<file path="src/rtl/bcd_minute_second_adjust_counter_top_assert.svh">
// assertion macros for the bcd mm:ss counter
// used by bcd_minute_second_adjust_counter_top, needs clk and arst_n in scope
`ifndef BCD_MINUTE_SECOND_ADJUST_COUNTER_TOP_ASSERT_SVH
`define BCD_MINUTE_SECOND_ADJUST_COUNTER_TOP_ASSERT_SVH

// checked only out of reset
`define BMSAC_ASSERT(label, prop, msg) \
	label: assert property (@(posedge clk) disable iff (!arst_n) prop) else $error(msg);

// checked also during reset
`define BMSAC_ASSERT_ALWAYS(label, prop, msg) \
	label: assert property (@(posedge clk) prop) else $error(msg);

`endif

</file>
<file path="src/rtl/bmsac_pkg.sv">
// shared types and constants of the bcd mm:ss counter
// no dependencies
package bmsac_pkg;

	localparam logic [3:0] UNIT_MAX = 4'd9;
	localparam logic [2:0] TEN_MAX  = 3'd5;

	typedef enum logic [2:0] {
		KIND_INC_SEC = 3'd0,
		KIND_DEC_SEC = 3'd1,
		KIND_INC_MIN = 3'd2,
		KIND_DEC_MIN = 3'd3,
		KIND_LOAD    = 3'd4
	} kind_t;

	typedef struct packed {
		logic [2:0] kind;
		logic       by_ten;
		logic       carry_enable;
		logic [3:0] load_min_tens;
		logic [3:0] load_min_units;
		logic [3:0] load_sec_tens;
		logic [3:0] load_sec_units;
	} cmd_item_t;

	typedef struct packed {
		logic [2:0] min_tens_out;
		logic [3:0] min_units_out;
		logic [2:0] sec_tens_out;
		logic [3:0] sec_units_out;
		logic       is_zero;
	} res_item_t;

	typedef struct packed {
		logic step;
		logic up;
		logic by_ten;
		logic load;
	} cell_ctl_t;

	typedef struct packed {
		logic [2:0] tens;
		logic [3:0] units;
	} pair_t;

endpackage

</file>
<file path="src/rtl/bmsac_cell.sv">
// one digit-pair cell: tens and units registers with step, load and wrap out
// depends on bmsac_pkg
module bmsac_cell
	import bmsac_pkg::*;
(
	input  logic       clk,
	input  logic       arst_n,
	input  logic       adv,
	input  cell_ctl_t  ctl,
	input  logic       carry_in,
	input  logic [3:0] ld_tens,
	input  logic [3:0] ld_units,
	output pair_t      cur,
	output pair_t      nxt,
	output logic       wrap
);

	logic [2:0] tens_q;
	logic [3:0] units_q;
	logic [2:0] t;
	logic [3:0] u;
	logic       w;

	always_comb begin
		t = tens_q;
		u = units_q;
		w = 1'b0;
		if (ctl.load) begin
			t = (ld_tens > {1'b0, TEN_MAX}) ? TEN_MAX : ld_tens[2:0];
			u = (ld_units > UNIT_MAX) ? UNIT_MAX : ld_units;
		end else if (ctl.step || carry_in) begin
			if (ctl.up) begin
				if (units_q != UNIT_MAX) begin
					u = ctl.by_ten ? UNIT_MAX : units_q + 4'd1;
				end else begin
					u = ctl.by_ten ? UNIT_MAX : 4'd0;
					if (tens_q != TEN_MAX) begin
						t = tens_q + 3'd1;
					end else begin
						t = 3'd0;
						u = 4'd0;
						w = 1'b1;
					end
				end
			end else begin
				if (units_q != 4'd0) begin
					u = ctl.by_ten ? 4'd0 : units_q - 4'd1;
				end else begin
					u = ctl.by_ten ? 4'd0 : UNIT_MAX;
					if (tens_q != 3'd0) begin
						t = tens_q - 3'd1;
					end else begin
						t = TEN_MAX;
						u = UNIT_MAX;
						w = 1'b1;
					end
				end
			end
		end
	end

	always_ff @(posedge clk or negedge arst_n) begin
		if (!arst_n) begin
			tens_q  <= '0;
			units_q <= '0;
		end else if (adv) begin
			tens_q  <= t;
			units_q <= u;
		end
	end

	assign cur  = '{tens: tens_q, units: units_q};
	assign nxt  = '{tens: t, units: u};
	assign wrap = w;

endmodule

</file>
<file path="src/rtl/bcd_minute_second_adjust_counter_top.sv">
// top level of the bcd mm:ss counter: seconds cell chained into minutes cell
// depends on bmsac_pkg, bmsac_cell and the assertion macro header
//
// channel | valid     | stall     | payload
// --------+-----------+-----------+-----------
// command | cmd_valid | cmd_stall | cmd (cmd_item_t)
// result  | res_valid | res_stall | res (res_item_t)
//
// one item per cycle while cmd_stall is low, result registered in the cycle after the item is taken
// the seconds cell hands its wrap to the minutes cell in the same cycle
// reset clears all four digits and the result valid
// cmd_stall rises only while a result is held and res_stall is high
`include "bcd_minute_second_adjust_counter_top_assert.svh"

module bcd_minute_second_adjust_counter_top
	import bmsac_pkg::*;
(
	input  logic      clk,
	input  logic      arst_n,
	input  logic      cmd_valid,
	output logic      cmd_stall,
	input  cmd_item_t cmd,
	output logic      res_valid,
	input  logic      res_stall,
	output res_item_t res
);

	logic      adv;
	logic      res_valid_q;
	res_item_t res_q;
	cell_ctl_t sec_ctl;
	cell_ctl_t min_ctl;
	pair_t     sec_cur;
	pair_t     sec_nxt;
	pair_t     min_cur;
	pair_t     min_nxt;
	logic      sec_wrap;
	logic      min_wrap;
	logic      carry;

	assign cmd_stall = res_valid_q && res_stall;
	assign adv       = cmd_valid && !cmd_stall;

	always_comb begin
		sec_ctl.step   = (cmd.kind == KIND_INC_SEC) || (cmd.kind == KIND_DEC_SEC);
		sec_ctl.up     = (cmd.kind == KIND_INC_SEC);
		sec_ctl.by_ten = cmd.by_ten;
		sec_ctl.load   = (cmd.kind == KIND_LOAD);
		min_ctl.step   = (cmd.kind == KIND_INC_MIN) || (cmd.kind == KIND_DEC_MIN);
		min_ctl.up     = (cmd.kind == KIND_INC_MIN) || (cmd.kind == KIND_INC_SEC);
		min_ctl.by_ten = min_ctl.step && cmd.by_ten;
		min_ctl.load   = (cmd.kind == KIND_LOAD);
	end

	assign carry = sec_wrap && cmd.carry_enable && sec_ctl.step;

	bmsac_cell u_sec (
		.clk      (clk),
		.arst_n   (arst_n),
		.adv      (adv),
		.ctl      (sec_ctl),
		.carry_in (1'b0),
		.ld_tens  (cmd.load_sec_tens),
		.ld_units (cmd.load_sec_units),
		.cur      (sec_cur),
		.nxt      (sec_nxt),
		.wrap     (sec_wrap)
	);

	bmsac_cell u_min (
		.clk      (clk),
		.arst_n   (arst_n),
		.adv      (adv),
		.ctl      (min_ctl),
		.carry_in (carry),
		.ld_tens  (cmd.load_min_tens),
		.ld_units (cmd.load_min_units),
		.cur      (min_cur),
		.nxt      (min_nxt),
		.wrap     (min_wrap)
	);

	always_ff @(posedge clk or negedge arst_n) begin
		if (!arst_n) begin
			res_valid_q <= 1'b0;
		end else if (adv) begin
			res_valid_q <= 1'b1;
		end else if (!res_stall) begin
			res_valid_q <= 1'b0;
		end
	end

	always_ff @(posedge clk) begin
		if (adv) begin
			res_q.min_tens_out  <= min_nxt.tens;
			res_q.min_units_out <= min_nxt.units;
			res_q.sec_tens_out  <= sec_nxt.tens;
			res_q.sec_units_out <= sec_nxt.units;
			res_q.is_zero       <= (min_nxt == '0) && (sec_nxt == '0);
		end
	end

	assign res_valid = res_valid_q;
	assign res       = res_q;

	// a minutes wrap lands on 00 or 59
	`BMSAC_ASSERT(a_digits_range, (sec_cur.tens <= TEN_MAX) && (sec_cur.units <= UNIT_MAX) && (min_cur.tens <= TEN_MAX) && (min_cur.units <= UNIT_MAX), "digit out of bcd range")
	`BMSAC_ASSERT(a_zero_flag, res_valid_q |-> (res_q.is_zero == ((res_q.min_tens_out == 3'd0) && (res_q.min_units_out == 4'd0) && (res_q.sec_tens_out == 3'd0) && (res_q.sec_units_out == 4'd0))), "zero flag disagrees with digits")
	`BMSAC_ASSERT(a_result_follows, adv |=> res_valid_q, "accepted item gave no result")
	`BMSAC_ASSERT(a_state_holds, (res_valid_q && res_stall) |=> ($stable(sec_cur) && $stable(min_cur)), "digits moved while result stalled")
	`BMSAC_ASSERT(a_result_matches, adv |=> ((res_q.sec_tens_out == sec_cur.tens) && (res_q.sec_units_out == sec_cur.units) && (res_q.min_tens_out == min_cur.tens) && (res_q.min_units_out == min_cur.units)), "result differs from stored digits")
	`BMSAC_ASSERT(a_min_wrap_ends, min_wrap |-> ((min_nxt == '0) || ((min_nxt.tens == TEN_MAX) && (min_nxt.units == UNIT_MAX))), "minutes wrap off 00 or 59")

endmodule
</file>
<file path="config.mk">
export PLATFORM = sky130hd
export DESIGN_NAME = bcd_minute_second_adjust_counter_top
export DESIGN_NICKNAME = d
export VERILOG_FILES = /design/src/rtl/bmsac_pkg.sv /design/src/rtl/bmsac_cell.sv /design/src/rtl/bcd_minute_second_adjust_counter_top.sv
export VERILOG_INCLUDE_DIRS = /design/src /design/src/rtl
export SDC_FILE = /design/constraint.sdc
export NUM_CORES = 1
export LEC_CHECK = 0
export BUFFER_PORTS_ARGS = -buffer_cell sky130_fd_sc_hd__buf_4
export CAP_MARGIN = 20
export CORE_MARGIN = 2
export CORE_UTILIZATION = 63
export CTS_BUF_LIST = sky130_fd_sc_hd__clkbuf_2
export CTS_CLUSTER_DIAMETER = 100
export DETAILED_ROUTE_END_ITERATION = 8
export PLACE_DENSITY = 0.88
export SETUP_SLACK_MARGIN = 0.1
export SYNTH_ARGS = -nofsm -noshare
export SYNTH_HDL_FRONTEND = slang
export SYNTH_SLANG_ARGS = --single-unit
</file>
<file path="constraint.sdc">
create_clock -name clk -period 7.69 [get_ports clk]
set_input_delay 1.9225 -clock clk [delete_from_list [all_inputs] [get_ports clk]]
set_output_delay 1.9225 -clock clk [all_outputs]
set_load 0.05 [all_outputs]
</file>
# Yosys cells after proc, flatten, opt, wreduce, memory -nomap -nowiden
# Index checks and enable logic that the tools add are counted.
[op_classes]
add_sub_neg = 8
magnitude_cmp = 4
n_eq_ne = 9
mux = 49
reduce_logical = 18
[op_table]
columns = ["cell", "n"]
rows = [
  ["$mux 4", 24],
  ["$mux 3", 16],
  ["$logic_not 7->1", 2],
  ["$mux 1", 9],
  ["$add 4x1->4 const B", 2],
  ["$gt 4x3->1 const B", 2],
  ["$gt 4x4->1 const B", 2],
  ["$ne 4x4->1 const B", 2],
  ["$reduce_bool 4->1", 2],
  ["$sub 4x1->4 const B", 2],
  ["$add 3x1->3 const B", 2],
  ["$eq 3x2->1 const B", 2],
  ["$logic_and 1x1->1", 6],
  ["$ne 3x3->1 const B", 2],
  ["$reduce_bool 3->1", 2],
  ["$sub 3x1->3 const B", 2],
  ["$logic_or 1x1->1", 4],
  ["$eq 3x1->1 const B", 1],
  ["$eq 3x3->1 const B", 1],
  ["$logic_not 3->1", 1],
  ["$ne 2x1->1 const B", 1],
  ["$logic_not 1->1", 1],
]
[word_totals]
regBits = 30
out_inout_bits = 17

# Longest topological paths before layout
[logic_depth]
ltp_word = 13
mapped_depth = 9
mapped_depth_nobuf = 9

# Cells and area by module
# A second synthesis with hierarchy kept.
[unflattened]
cells_unflattened = 280
hier_area_um2 = 2437.3
[modules_own_cells]
columns = ["mod", "n_inst", "cells_per_inst", "area_each_um2", "seq_area_each_um2"]
rows = [
  ["bmsac_cell", 2, 124, 934.6, 175.2],
  ["bcd_minute_second_adjust_counter_top", 1, 32, 568.0, 475.5],
]

# Worst setup path before layout
# Ideal clock, no wire load.
[synth_path]
kind = "input-to-output"
from = "input port res_stall"
to = "output port cmd_stall"
t_arrival_ns = 2.329
required_time_ns = 5.767
slack_ns = 3.439
path_stages = 2
n_path_buf = 0
cell_sequence = "nand2_1 inv_1"
[synth_between]
elab_chain_cells = 1
[synth_rtl]
columns = ["item", "line", "source"]
rows = [
  ["start, declared", "bcd_minute_second_adjust_counter_top.sv:24", "input logic res_stall,"],
  ["$logic_and 1x1->1", "bcd_minute_second_adjust_counter_top.sv:41", "assign cmd_stall = res_valid_q && res_stall;"],
  ["end, declared", "bcd_minute_second_adjust_counter_top.sv:21", "output logic cmd_stall,"],
]
# Every way passes these cells.

# Worst setup path after layout
# Same ends and word-level chain as after synthesis.

==> impl_results.md <==
* Max Slew Vio Count at 0
* Rel. slew slack at 0.375
* Seq/Total Area, Yosys at 0.335
* IO Count at 42
* Vias in the first global route at 2,188
* Root buf cell: clkbuf_2
* Final setup violating endpoints at 0
* RSZ-0062 raised after global routing: no
* CP max stage cell: buf_4
* Clock Path Buffers at 2
* Cell family with most CP delay: buffers and inverters
* Mapped Area at 0.00246 mm^2
* Fin nets at 355
* Die area at 0.00442 mm^2
* Hold-fix buffers, CTS at 0
* Total CTS buffers at 5
* Setup TNS at 0 ps
* Largest family of logic cells by synthesized area: compound AO/OA/AOI/OAI gates
* PD cells at 236 mW/mm^2
* CP Launch Type: input pin
* Asr flop ratio synth at 0.500
* Max Fclk at 234 MHz
* Dpl hpwl at 4930 um
* Largest net degree at the start of global routing at 28
* Synth Flop Type: edfxtp_1
* Max FO, Critical Path at 3
* Final instance area at 0.00278 mm^2
* Worst VDD drop at 0.118 mV
* Remaining Overflow, GRT at 0
* Ratio of cells with drive above 1 in the final layout at 0.214
* Number of synthesized flops with an enable pin at 15
* LEAKAGE at 1.13 nW
* H-tree lvl count at 2
* # Post-CTS Setup Buffers at 0
* Drt pass-1 iters at 5
* Fin crit period at 4270 ps
* Hold Fails Final Rpt at 0
* Synth Area in Adders at 0.0356
* Crit path largest cell delay at 180 ps
* Tot GR Track Use at 0.333
* Type of the tightest min-delay check: register to register
* Starting Density at 0.663
* Crit-path cells: buf_4 -> nand2_1 -> inv_1 -> buf_4
* Antenna Cells at 0
* Worst path bufs/invs at 3
* Via density per instance at 6.66
* Die Y at 66.5 um
* Max cap viols at 0
* Arrival @ worst endpoint at 2350 ps
* Area grow syn2layout at 12.7%
* Commonest non-fill, non-tap cells in the layout: buf_4, nand2_1, nor2_1, o21ai_0, inv_1
* Cell row count at 22
* Req. time, crit path at 5770 ps
* Core area at 0.00372 mm^2
* Final worst-path cycle share at 0.555
* Avg WL per Cell at 18.4 um
* TritonCTS clock tree: yes
* Post-CTS resize count at 0
* Design Power at 0.655 mW
* Mapped Cells at 296
* Yosys warnings at 0
* Clock sink count at 30
* Commonest non-fill, non-tap cell in the layout: buf_4
* Placer Congestion at 1.03
* Crit Path Class: input pin to primary output
* Mean Syn Cell Area at 8.32 um^2
* Post-Synth Simple-Gate Area at 0.258
* I/O Buffers at 41
* Final core utilization at 0.747
* Via total after detailed routing at 2,471
* Synth Area in Compound Gates at 0.279
* Clock Skew at 29.5 ps
* Least-Margin Pin Slew at 936 ps
* Status: complete, no violations
* Antenna Violating Nets Remaining at 0
* Worst Hold Slack at 561 ps
* CP most frequent cell: buf_4
* Mux share of post-synthesis cell area at 0.0224
* Initial DRC count at 281
* Critical path endpoint category: primary output
* Global-route wire length before repair at 11,000 um
* Dpl cell area at 0.00274 mm^2
* Initial antenna violation count at 0
* Yosys cell types at 68
* Yosys reg bits at 30
* Post-Synth XOR/XNOR Area at 0.00356
* Remaining DRCs at 0
* Worst-Skew Late Latency at 370 ps
* Die W at 66.5 um
* Clk pin slew, worst setup/hold paths at 140 ps
* WL final at 6820 um
* Syn nets at 328
==> through the flow <==
step / std cells / setup WS [ps]
2_1_floorplan: 296 / 3440
3_3_place_gp: 364 / 3390
3_5_place_dp: 364 / 3350
4_1_cts: 371 / 3420
5_1_grt: 371 / 3400
6_report: 371 / 3420
==> synth_stat cells (2+ instances only) <==
cell       count  area, um^2
edfxtp_1      15         450
ha_1           7        87.6
a21o_1         2        15.0
and3_1         2        12.5
nor3_1         6        30.0
o31ai_1        4        30.0
o21ai_0       26         130
nand2b_1       6        37.5
nor4b_1        2        17.5
or4_1          2        15.0
or2_2          3        18.8
a41oi_1        2        17.5
nor2_1        30         113
nand3_1        5        25.0
a211oi_1       3        22.5
nor2b_1        6        37.5
a2bb2oi_1      2        17.5
or3b_2         2        17.5
nand2_1       30         113
a21oi_1       14        70.1
a21boi_0       2        15.0
o221ai_1       2        17.5
or3_1          3        18.8
dfrtp_1       15         375
a22oi_1        5        37.5
buf_2          6        30.0
o21a_1         2        15.0
o22ai_1        2        12.5
mux2_2         4        45.0
inv_1         17        63.8
a32oi_1        2        17.5
nand3b_1       5        37.5
a31oi_1        5        31.3
o211ai_1       6        45.0
a311o_1        2        20.0
nor3b_1        2        15.0
clkbuf_1      14        52.6
o31a_1         3        26.3
==> metal layers <==
| metal | up-vias | routed length, um | part of all wire | global-route usage |
|---|---|---|---|---|
| li1 | 1144 | - | - | - |
| met1 | 1130 | 2920 | 0.43 | 0.483 |
| met2 | 172 | 3110 | 0.46 | 0.505 |
| met3 | 25 | 620 | 0.091 | 0.0507 |
| met4 | 0 | 172 | 0.025 | 0.117 |
| met5 | - | 0 | 0 | 0 |
==> logic make-up after synthesis <==
family                   Yosys count
AND/OR/NAND/NOR                  116
AO/OA/AOI/OAI                     98
buffers and inverters             39
multiplexers                       5
XOR/XNOR                           1
adder cells (fa/ha/maj)            7
flip-flops                        30
==> worst paths after layout <==
path / slack [ps] / end / start / cells past startpoint
max in group asynchronous: 6090 / res_valid / arst_n / 1
min in group asynchronous: 1370 / u_sec.units_q[1] / arst_n / 1
min reg2reg: 560 / res_valid / res_valid / 2
max: 3420 / cmd_stall / res_stall / 4
min: 560 / res_valid / res_valid / 2
max reg2reg: 4510 / res[0] / u_sec.units_q[0] / 9
==> flip-flops by register name (all words and copies together), names as in the netlist <==
name           cells
u_sec.units_q      4
u_min.tens_q       3
res               15
u_min.units_q      4
res_valid          1
u_sec.tens_q       3
==> final cells by class <==
| cell class | count | area [um^2] |
|---|---|---|
| fill | 302 | 941 |
| timing repair buffer | 42 | 315 |
| clock inverter | 2 | 10.0 |
| tap | 48 | 60.1 |
| clock buffer | 5 | 25.0 |
| inverter | 17 | 63.8 |
| sequential | 30 | 826 |
| multi-input combinational | 227 | 1480 |
==> report_power, final <==
group,internal [mW],total [mW],switching [mW]
logic,0.120,0.312,0.192
registers,0.206,0.266,0.0595
clock network,0.0197,0.0775,0.0578
==> worst min-delay path: cells and delay by family (launching register included) <==
family / cells / cell delay [ps]
flip-flops: 1 / 380
AND/OR/NAND/NOR: 2 / 160
No activity file was read; power rests on OpenSTA's default activity.
